`src/hw/rtl/clws_pkg.sv`:
```
// Package for the character LCD write sequencer: widths, codes, microcode word and program ROM.
package clws_pkg;

    localparam int IN_DATA_W  = 16;
    localparam int IN_USER_W  = 2;
    localparam int OUT_DATA_W = 32;
    localparam int WAIT_W     = 20;
    localparam int CFG_IDX_W  = 2;
    localparam int CFG_DATA_W = 20;
    localparam int PC_W       = 5;

    // Request kinds carried on the input tuser.
    localparam logic [1:0] OP_COMMAND = 2'd0;
    localparam logic [1:0] OP_DATA    = 2'd1;
    localparam logic [1:0] OP_CURSOR  = 2'd2;
    localparam logic [1:0] OP_INIT    = 2'd3;

    // Configuration register indexes.
    localparam logic [CFG_IDX_W-1:0] CFG_BUS_FOUR_BIT   = 2'd0;
    localparam logic [CFG_IDX_W-1:0] CFG_ENABLE_TICKS   = 2'd1;
    localparam logic [CFG_IDX_W-1:0] CFG_POWER_UP_TICKS = 2'd2;

    localparam logic [WAIT_W-1:0] POWER_UP_TICKS_RESET = 20'd50000;
    localparam logic [WAIT_W-1:0] LONG_INIT_WAIT       = 20'd5000;
    localparam logic [WAIT_W-1:0] SHORT_INIT_WAIT      = 20'd500;
    localparam logic [7:0]        DDRAM_ADDR_FLAG      = 8'd128;

    // Program entry points.
    localparam logic [PC_W-1:0] UC_BYTE  = 5'd0;
    localparam logic [PC_W-1:0] UC_NIB   = 5'd1;
    localparam logic [PC_W-1:0] UC_INIT4 = 5'd3;
    localparam logic [PC_W-1:0] UC_INIT8 = 5'd19;
    localparam logic [PC_W-1:0] UC_END   = 5'd26;

    typedef enum logic [1:0] {
        BUS_CONST,
        BUS_BYTE,
        BUS_HIGH,
        BUS_LOW
    } bus_sel_t;

    typedef enum logic [1:0] {
        WAIT_ZERO,
        WAIT_POWER_UP,
        WAIT_LONG,
        WAIT_SHORT
    } wait_sel_t;

    typedef struct packed {
        logic [7:0] konst;
        bus_sel_t   bus_sel;
        wait_sel_t  wait_sel;
        logic       last;
    } uc_word_t;

    function automatic uc_word_t uc_make(input logic [7:0] k, input bus_sel_t b,
                                         input wait_sel_t w, input logic l);
        uc_word_t u;
        u.konst    = k;
        u.bus_sel  = b;
        u.wait_sel = w;
        u.last     = l;
        return u;
    endfunction

    function automatic uc_word_t uc_rom(input logic [PC_W-1:0] addr);
        uc_word_t u;
        case (addr)
            5'd0:    u = uc_make(8'h00, BUS_BYTE,  WAIT_ZERO,     1'b1);
            5'd1:    u = uc_make(8'h00, BUS_HIGH,  WAIT_ZERO,     1'b0);
            5'd2:    u = uc_make(8'h00, BUS_LOW,   WAIT_ZERO,     1'b1);
            // Four-bit power-up program.
            5'd3:    u = uc_make(8'h03, BUS_CONST, WAIT_POWER_UP, 1'b0);
            5'd4:    u = uc_make(8'h03, BUS_CONST, WAIT_LONG,     1'b0);
            5'd5:    u = uc_make(8'h03, BUS_CONST, WAIT_SHORT,    1'b0);
            5'd6:    u = uc_make(8'h02, BUS_CONST, WAIT_ZERO,     1'b0);
            5'd7:    u = uc_make(8'h02, BUS_CONST, WAIT_ZERO,     1'b0);
            5'd8:    u = uc_make(8'h0C, BUS_CONST, WAIT_ZERO,     1'b0);
            5'd9:    u = uc_make(8'h00, BUS_CONST, WAIT_ZERO,     1'b0);
            5'd10:   u = uc_make(8'h08, BUS_CONST, WAIT_ZERO,     1'b0);
            5'd11:   u = uc_make(8'h00, BUS_CONST, WAIT_ZERO,     1'b0);
            5'd12:   u = uc_make(8'h01, BUS_CONST, WAIT_ZERO,     1'b0);
            5'd13:   u = uc_make(8'h00, BUS_CONST, WAIT_ZERO,     1'b0);
            5'd14:   u = uc_make(8'h06, BUS_CONST, WAIT_ZERO,     1'b0);
            5'd15:   u = uc_make(8'h00, BUS_CONST, WAIT_ZERO,     1'b0);
            5'd16:   u = uc_make(8'h0C, BUS_CONST, WAIT_ZERO,     1'b0);
            5'd17:   u = uc_make(8'h00, BUS_CONST, WAIT_ZERO,     1'b0);
            5'd18:   u = uc_make(8'h01, BUS_CONST, WAIT_ZERO,     1'b1);
            // Eight-bit power-up program.
            5'd19:   u = uc_make(8'h30, BUS_CONST, WAIT_POWER_UP, 1'b0);
            5'd20:   u = uc_make(8'h30, BUS_CONST, WAIT_ZERO,     1'b0);
            5'd21:   u = uc_make(8'h30, BUS_CONST, WAIT_ZERO,     1'b0);
            5'd22:   u = uc_make(8'h38, BUS_CONST, WAIT_ZERO,     1'b0);
            5'd23:   u = uc_make(8'h08, BUS_CONST, WAIT_ZERO,     1'b0);
            5'd24:   u = uc_make(8'h01, BUS_CONST, WAIT_ZERO,     1'b0);
            5'd25:   u = uc_make(8'h06, BUS_CONST, WAIT_ZERO,     1'b0);
            5'd26:   u = uc_make(8'h0C, BUS_CONST, WAIT_ZERO,     1'b1);
            default: u = uc_make(8'h00, BUS_BYTE,  WAIT_ZERO,     1'b1);
        endcase
        return u;
    endfunction

    function automatic logic [7:0] row_offset(input logic [1:0] row);
        logic [7:0] r;
        case (row)
            2'd0:    r = 8'h00;
            2'd1:    r = 8'h40;
            2'd2:    r = 8'h14;
            default: r = 8'h54;
        endcase
        return r;
    endfunction

endpackage

```
`src/hw/rtl/char_lcd_write_sequencer_core.sv`:
```
// Character LCD write sequencer: microcoded strobe generator with output register.
//
//  channel | direction | handshake                  | payload
//  s_axis  | in        | s_axis_tvalid/s_axis_tready | tdata {column,row,value}, tuser op
//  m_axis  | out       | m_axis_tvalid/m_axis_tready | tdata {0,wait_before,bus_value},
//          |           |                            | tuser reg_select, tlast last
//  cfg     | in        | cfg_valid/cfg_ready         | cfg_index, cfg_data
//
// A request is registered on entry, then the step counter walks the program ROM, one microcode
// step per strobe: one strobe for a byte in 8-bit mode, two in 4-bit mode, eight or sixteen
// for init. Reset leaves the block idle in 4-bit mode.
// A stalled output holds the step counter; a new request is taken once the last strobe of
// the previous one sits in the output register.
module char_lcd_write_sequencer_core (
    input  logic                              clk,
    input  logic                              rst_n,
    input  logic                              s_axis_tvalid,
    output logic                              s_axis_tready,
    input  logic [clws_pkg::IN_DATA_W-1:0]    s_axis_tdata,  // value[7:0], row[9:8], column[15:10]
    input  logic [clws_pkg::IN_USER_W-1:0]    s_axis_tuser,  // op[1:0]
    output logic                              m_axis_tvalid,
    input  logic                              m_axis_tready,
    output logic [clws_pkg::OUT_DATA_W-1:0]   m_axis_tdata,  // bus_value[7:0], wait_before[27:8]
    output logic                              m_axis_tuser,  // reg_select
    output logic                              m_axis_tlast,  // last
    input  logic                              cfg_valid,
    output logic                              cfg_ready,
    input  logic [clws_pkg::CFG_IDX_W-1:0]    cfg_index,
    input  logic [clws_pkg::CFG_DATA_W-1:0]   cfg_data
);
    import clws_pkg::*;

    logic                  bus_four_bit_reg;
    logic [WAIT_W-1:0]     power_up_ticks_reg;
    logic                  busy_reg;
    logic [PC_W-1:0]       pc_reg;
    logic [7:0]            byte_reg;
    logic                  rs_reg;
    logic                  m_tvalid_reg;
    logic [OUT_DATA_W-1:0] m_tdata_reg;
    logic                  m_tuser_reg;
    logic                  m_tlast_reg;

    uc_word_t              uc;
    logic                  in_accept;
    logic                  step;
    logic [7:0]            bus_next;
    logic [WAIT_W-1:0]     wait_next;
    logic [PC_W-1:0]       entry;
    logic [7:0]            byte_next;
    logic [1:0]            op_in;

    assign cfg_ready     = 1'b1;
    assign s_axis_tready = !busy_reg;
    assign m_axis_tvalid = m_tvalid_reg;
    assign m_axis_tdata  = m_tdata_reg;
    assign m_axis_tuser  = m_tuser_reg;
    assign m_axis_tlast  = m_tlast_reg;

    assign in_accept = s_axis_tvalid && !busy_reg;
    assign step      = busy_reg && (!m_tvalid_reg || m_axis_tready);
    assign uc        = uc_rom(pc_reg);
    assign op_in     = s_axis_tuser;

    // Dispatch: kind and bus width pick the program entry; a cursor yields its DDRAM address.
    always_comb
    begin
        case (op_in)
            OP_INIT: entry = bus_four_bit_reg ? UC_INIT4 : UC_INIT8;
            default: entry = bus_four_bit_reg ? UC_NIB : UC_BYTE;
        endcase
        if (op_in == OP_CURSOR)
            byte_next = {2'b00, s_axis_tdata[15:10]} + row_offset(s_axis_tdata[9:8])
                        + DDRAM_ADDR_FLAG;
        else
            byte_next = s_axis_tdata[7:0];
    end

    always_comb
    begin
        case (uc.bus_sel)
            BUS_CONST: bus_next = uc.konst;
            BUS_BYTE:  bus_next = byte_reg;
            BUS_HIGH:  bus_next = {4'h0, byte_reg[7:4]};
            BUS_LOW:   bus_next = {4'h0, byte_reg[3:0]};
            default:   bus_next = byte_reg;
        endcase
        case (uc.wait_sel)
            WAIT_ZERO:     wait_next = '0;
            WAIT_POWER_UP: wait_next = power_up_ticks_reg;
            WAIT_LONG:     wait_next = LONG_INIT_WAIT;
            WAIT_SHORT:    wait_next = SHORT_INIT_WAIT;
            default:       wait_next = '0;
        endcase
    end

    always_ff @(posedge clk or negedge rst_n)
    begin
        if (!rst_n)
        begin
            bus_four_bit_reg   <= 1'b1;
            power_up_ticks_reg <= POWER_UP_TICKS_RESET;
            busy_reg           <= 1'b0;
            pc_reg             <= UC_BYTE;
            m_tvalid_reg       <= 1'b0;
        end
        else
        begin
            // The enable time belongs to the strobe driver and is not kept here.
            if (cfg_valid)
            begin
                case (cfg_index)
                    CFG_BUS_FOUR_BIT:   bus_four_bit_reg   <= cfg_data[0];
                    CFG_POWER_UP_TICKS: power_up_ticks_reg <= cfg_data;
                    default:            ;
                endcase
            end
            if (in_accept)
            begin
                busy_reg <= 1'b1;
                pc_reg   <= entry;
            end
            else if (step)
            begin
                busy_reg <= !uc.last;
                pc_reg   <= pc_reg + 5'd1;
            end
            if (step)
                m_tvalid_reg <= 1'b1;
            else if (m_axis_tready)
                m_tvalid_reg <= 1'b0;
        end
    end

    always_ff @(posedge clk)
    begin
        if (in_accept)
        begin
            byte_reg <= byte_next;
            rs_reg   <= (op_in == OP_DATA);
        end
        if (step)
        begin
            m_tdata_reg <= {4'h0, wait_next, bus_next};
            m_tuser_reg <= (uc.bus_sel == BUS_CONST) ? 1'b0 : rs_reg;
            m_tlast_reg <= uc.last;
        end
    end

    a_pc_in_program: assert property (@(posedge clk) disable iff (!rst_n)
        busy_reg |-> pc_reg <= UC_END)
        else $error("step counter left the program");

    a_accept_starts: assert property (@(posedge clk) disable iff (!rst_n)
        in_accept |=> busy_reg && !s_axis_tready)
        else $error("request accepted without starting the program");

    a_nibble_narrow: assert property (@(posedge clk) disable iff (!rst_n)
        step && (uc.bus_sel == BUS_HIGH || uc.bus_sel == BUS_LOW)
        |=> m_tdata_reg[7:4] == 4'h0)
        else $error("nibble strobe carries upper bits");

    a_data_no_wait: assert property (@(posedge clk) disable iff (!rst_n)
        m_tvalid_reg && m_tuser_reg |-> m_tdata_reg[27:8] == '0)
        else $error("data strobe carries a wait");

endmodule

```
`config.mk`:
```
export PLATFORM = sky130hd
export DESIGN_NAME = char_lcd_write_sequencer_core
export DESIGN_NICKNAME = d
export VERILOG_FILES = /design/src/hw/rtl/clws_pkg.sv /design/src/hw/rtl/char_lcd_write_sequencer_core.sv
export SDC_FILE = /design/constraint.sdc
export NUM_CORES = 1
export LEC_CHECK = 0
export BUFFER_PORTS_ARGS = -buffer_cell sky130_fd_sc_hd__clkbuf_2
export CAP_MARGIN = 25
export CELL_PAD_IN_SITES_DETAIL_PLACEMENT = 1
export CELL_PAD_IN_SITES_GLOBAL_PLACEMENT = 1
export CORE_MARGIN = 5
export CORE_UTILIZATION = 45
export DETAILED_ROUTE_END_ITERATION = 6
export PLACE_DENSITY = 0.95
export SKIP_CTS_REPAIR_TIMING = 1
export SYNTH_ARGS = -nofsm -noshare
export SYNTH_HDL_FRONTEND = slang
export SYNTH_SLANG_ARGS = --single-unit
export TNS_END_PERCENT = 50
```
`constraint.sdc`:
```
create_clock -name clk -period 4.1 [get_ports clk]
set_input_delay 0.205 -clock clk [delete_from_list [all_inputs] [get_ports clk]]
set_output_delay 0.205 -clock clk [all_outputs]
set_load 0.02 [all_outputs]
```
==> results of run 1 <==
[critical path, cell delays in order (launching register included)]
cell	delay (ns)
dfrtp_1	0.57
inv_1	0.29
ha_1	0.21
nor2b_1	0.07
a211oi_4	0.37
nor2b_4	0.38
and2_1	0.20
[how the worst max path moves through the flow]
stage,from,endpoint,slack [ns],depth (start not counted)
floorplan,m_axis_tvalid,pc_reg[0],1.91,5
global placement,pc_reg[2],m_axis_tdata[9],2.05,6
detailed placement,pc_reg[2],m_axis_tdata[21],1.91,6
CTS,pc_reg[2],m_axis_tdata[19],1.86,6
global route,pc_reg[2],m_axis_tdata[21],1.69,6
finish,pc_reg[2],m_axis_tdata[19],1.86,6
[stage by stage]
step | setup slack, ns | instances
4_1_cts | 1.86 | 427
5_1_grt | 1.69 | 429
6_report | 1.86 | 429
3_5_place_dp | 1.91 | 411
3_3_place_gp | 2.05 | 411
2_1_floorplan | 1.91 | 255
[layout make-up]
class,instances,share of cell area (%)
Timing Repair Buffer,80,11.0
Clock buffer,9,3.23
Inverter,9,0.881
Sequential cell,67,49.0
Multi-Input combinational cell,161,30.8
Tap cell,96,3.13
Clock inverter,7,1.99
[placed cells by master, fill, tap and decap left out, drive strengths merged, types with 3 or more instances in the layout]
master	synthesis	layout
nand2	19	19
o21a	6	6
buf	10	3
nand3	3	3
nor2	10	10
ha	10	10
conb	2	5
a21oi	7	7
mux2i	4	4
nor2b	6	6
nand2b	4	4
xnor2	3	3
dfstp	7	7
clkbuf	8	85
dfrtp	21	21
a21o	5	5
xor2	3	3
edfxtp	39	39
inv	9	11
o21ai	10	10
and2	15	15
mux2	25	25
o31ai	4	4
[cell families (layout without fill, tap and decap cells)]
kind of cell	count (synthesis)	count (layout)	synth area share, %
flops	67	67	59.0
simple gates	66	66	11.0
compound gates	45	45	9.86
mux	29	29	10.1
buf+inv	27	105	4.28
fa+ha+maj	10	10	3.93
xor+xnor	6	6	1.65
other cells	2	5	0.236
[routing by layer]
metal	GRT usage, %	vias up	share of wire [%]
met3	5.69	11	4.9
met1	20.3	1106	37
met5	0	-	0
li1	-	1040	-
met2	35.8	83	56
met4	8.42	0	2.1
[power groups by stage]
stage	Sequential [mW]	Clock [mW]	Combinational [mW]
2_1_floorplan	1.32	0	0.717
3_3_place_gp	1.20	0	1.11
3_5_place_dp	1.22	0	1.18
4_1_cts	1.21	0.564	1.22
5_1_grt	1.24	0.596	1.32
6_report	1.21	0.553	1.22
==> impl_metrics.tcl, run 1 <==
set metrics [dict create \
    outcome "complete, no violations" \
    drtIter0Drc 120 \
    hold_depth 2 \
    antenna_found_initial 0 \
    fp.dieW_microns 94.2 \
    synthArstFlopShare_pct 41.8 \
    syn_area_per_cell_sq_um 12.6 \
    min_period_over_period_pct 54.6 \
    max_slew_margin_pct 52.5 \
    fillers 746 \
    reg2regPathDepth 6 \
    htreeDepth 3 \
    endpoint_kind "flop" \
    rsz0062_at_grt "no" \
    drt_drc_violations_left 0 \
    vdd_drop_max_mv 0.279 \
    maxCapViolCount 0 \
    yosysSeqAreaShare_pct 59.0 \
    worstPathRequired_ns 4.32 \
    reg2reg_slack_ns 1.86 \
    max_clock_freq_mhz 447 \
    firstDrtPassIters 4 \
    cts_tree "done" \
    worstMarginPinSlew_ns 0.713 \
    ant_nets 0 \
    hpwl_microns 5580 \
    syn2layout_area_growth_pct 20.4 \
    yosys.cell_types.count 45 \
    largest_reg_flops 28 \
    cp_max_fo 17 \
    synth_top_area_cell "edfxtp_1" \
    hold_class "in -> reg" \
    seq_area_sq_mm 0.00188 \
    yosysMostFrequentCell "edfxtp_1" \
    switching_share_pct 40.6 \
    setup_viol_count_final 0 \
    num_rows 30 \
    r2r_start "pc_reg[2]" \
    synth_area_sq_mm 0.00319 \
    io_pins 82 \
    port_buffers 76 \
    cts-root-buf "clkbuf_8" \
    routed_wl_microns 8010 \
    synth.area.top_cells "edfxtp_1 37%, dfrtp_1 16%, mux2_2 8.8%" \
    seqPwrFrac_pct 40.6 \
    ys_seq_elements 67 \
    clock_path_buffers 2 \
    overflow 0 \
    vias 2240 \
    drive_gt1_share_pct 39.0 \
    dieArea_sq_mm 0.00887 \
    synth_top_area_share_pct 36.7 \
    internal-power_mw 1.77 \
    hold_viol_final 0 \
    clkPwrFrac_pct 18.6 \
    cts_sinks 67 \
    core_area_sq_mm 0.00683 \
    insertedDiodeCount 0 \
    min_period_ns 2.24 \
    p_per_area_mw_per_mm2 776 \
    dpl_cell_area_sq_mm 0.00361 \
    skew_ns 0.0102 \
    ys_warn_count 0 \
    pwr-share-comb_pct 40.9 \
    grt_pass1_wl_microns 12800 \
    clock_latency_ns 0.35 \
    yosys-top-cells-count "39 x edfxtp_1, 25 x mux2_2, 21 x dfrtp_1, 19 x nand2_1, 15 x and2_1" \
    cts_buffers 9 \
    start_util_pct 46.6 \
    slew_violations 0 \
    grt_max_degree 37 \
    vias_per_cell 5.22 \
    fin_util_pct 56.2 \
    routedWlPerCell_microns 18.7 \
    syn-instance-count 252 \
    leakage_nw 1.70 \
    finalNetCount 383 \
    crit_type "reg -> reg" \
    globalRouteTotalUtil_pct 19.4 \
    multi_input_comb_area_sq_mm 0.00118 \
    hold_end "power_up_ticks_reg[4]" \
    arrival_ns 2.46 \
    startpoint_type "flop" \
    gp_congestion 0.806 \
    hp-start "cfg_data[4]" \
    power_mw 2.98 \
    final_area_sq_mm 0.00384 \
    clk_pin_slew_ns 0.08 \
    switchingPower_mw 1.21 \
    fin_worst_hold_slack_ns 0.0752 \
    die_h_microns 94.2 \
    synthFlopType "edfxtp_1" \
    timing.rr.end "m_axis_tdata[19]" \
    final.setup.tns_ns 0 \
    synth_edf_count 39 \
    grt_pass1_vias 2494 \
]
Note: power is estimated with default switching activity, not from simulation.
==> run 2: changes to the inputs <==
- CORE_UTILIZATION: 45 -> 38
- PLACE_DENSITY: 0.95 -> 0.86
- clock period: 4.1 -> 2 ns (I/O delays scaled with it)
==> impl_metrics.tcl, run 2 (same netlist as run 1, synthesis figures left out) <==
set metrics [dict create \
    power_mw 6.52 \
    port_buffers 76 \
    startpoint_type "flop" \
    start_util_pct 39.0 \
    slew_violations 0 \
    io_pins 82 \
    hp-start "cfg_data[12]" \
    cts-root-buf "clkbuf_8" \
    grt_pass1_vias 2387 \
    fillers 878 \
    vdd_drop_max_mv 0.476 \
    vias_per_cell 4.98 \
    clock_latency_ns 0.35 \
    use_met2_pct 28.1 \
    cp_max_fo 14 \
    startpoint "pc_reg[0]" \
    cts_sinks 67 \
    overflow 0 \
    hpwl_microns 5800 \
    final.setup.tns_ns 0 \
    path_cells "ha_1 -> ha_1 -> nor2b_2 -> a211oi_4 -> nor2b_4 -> buf_12 -> a21o_1" \
    vias 2308 \
    largest_reg_flops 28 \
    crit_type "reg -> reg" \
    dpl_cell_area_sq_mm 0.00369 \
    routedWlPerCell_microns 19.0 \
    reg2regPathDepth 7 \
    max_clock_freq_mhz 519 \
    mostFrequentLayoutCells "76 x clkbuf_2, 39 x edfxtp_1, 25 x mux2_2, 19 x nand2_1, 19 x dfrtp_1" \
    clock_path_buffers 2 \
    hold_class "in -> reg" \
    fin_worst_hold_slack_ns -0.00158 \
    gp_congestion 0.819 \
    r2r_start "pc_reg[0]" \
    syn2layout_area_growth_pct 28.9 \
    use_met1_pct 18.6 \
    cpMostUsedCell "ha_1" \
    ant_nets 0 \
    arrival_ns 2.03 \
    fin_cells 463 \
    hold_depth 2 \
    leakage_nw 1.82 \
    maxCapViolCount 0 \
    drtIter0Drc 135 \
    dp_slack_ns 0.0239 \
    setup_slack_ns 0.0742 \
    crit_family "flip-flops" \
    min_period_ns 1.93 \
    grt_pass1_wl_microns 12400 \
    min_period_over_period_pct 96.3 \
    critical_path.max_stage_delay_ns 0.49 \
    worstMarginPinSlew_ns 0.770 \
    routed_wl_microns 8780 \
    drt_drc_violations_left 0 \
    mostFrequentLayoutCell "clkbuf_2" \
    cts_tree "done" \
    place_inst 429 \
    setup_viol_count_final 0 \
    hold_viol_final 1 \
    max_slew_margin_pct 48.7 \
    path_depth 7 \
    violations "negative hold slack" \
    fin_util_pct 50.2 \
    fp.dieW_microns 102 \
    final_area_sq_mm 0.00411 \
    grt_max_degree 29 \
    core_area_sq_mm 0.00818 \
    cts_buffers 9 \
    htreeDepth 3 \
    globalRouteTotalUtil_pct 16.0 \
    critPathBufInv 1 \
    drive_gt1_share_pct 39.9 \
    firstDrtPassIters 5 \
    outcome "finished, violations left" \
    finalNetCount 408 \
    num_rows 33 \
    die_h_microns 102 \
    busiest_layer "met2" \
    antenna_found_initial 0 \
    insertedDiodeCount 0 \
    endpoint_kind "flop" \
    worstPathRequired_ns 2.10 \
    p_per_area_mw_per_mm2 1590 \
    use_met3_pct 2.96 \
    clk_pin_slew_ns 0.09 \
    slowest_stage "dfrtp_2" \
    dieArea_sq_mm 0.0103 \
    skew_ns 0.0173 \
]
run 2: cell types whose count changed in the layout (fill, tap and decap cells not counted), moves of 2 or more:
cell / previous run / this run
buf_4: 2 / 11
dlygate4sd3_1: 1 / 17
inv_6: 2 / 0
dfrtp_1: 21 / 19
dfrtp_2: 0 / 2
run 2: report_power, final:
part / leakage, nW / internal, mW / total, mW / switching [mW]
Combinational: 1.01 / 1.12 / 2.81 / 1.69
Sequential: 0.705 / 2.13 / 2.45 / 0.319
Clock: 0.106 / 0.705 / 1.26 / 0.560
Total: 1.82 / 3.96 / 6.52 / 2.57
run 2: routing by layer:
layer	part of all wire (%)	routed length, microns	vias up
li1	-	-	1089
met1	40	3480	1152
met2	55	4810	54
met3	3.3	293	13
met4	2.2	192	0
met5	0	0	-
run 2: final cells by class:
| cell class | instances | area, sq um | share of cell area, % |
|---|---|---|---|
| inverters | 9 | 33.8 | 0.823 |
| clock inverters | 6 | 90.1 | 2.19 |
| clock buffers | 10 | 128 | 3.11 |
| flip-flops and latches | 67 | 1880 | 45.9 |
| well taps | 105 | 131 | 3.20 |
| repair buffers | 105 | 653 | 15.9 |
| multi-input cells | 161 | 1190 | 28.9 |
run 2: final timing paths:
check                                         end  slack [ns]
min in group asynchronous   power_up_ticks_reg[3]        0.37
max in group asynchronous               pc_reg[0]        1.07
min                        power_up_ticks_reg[12]      -0.002
max reg2reg                      m_axis_tdata[20]        0.07
max                              m_axis_tdata[20]        0.07
min reg2reg                power_up_ticks_reg[16]        0.50
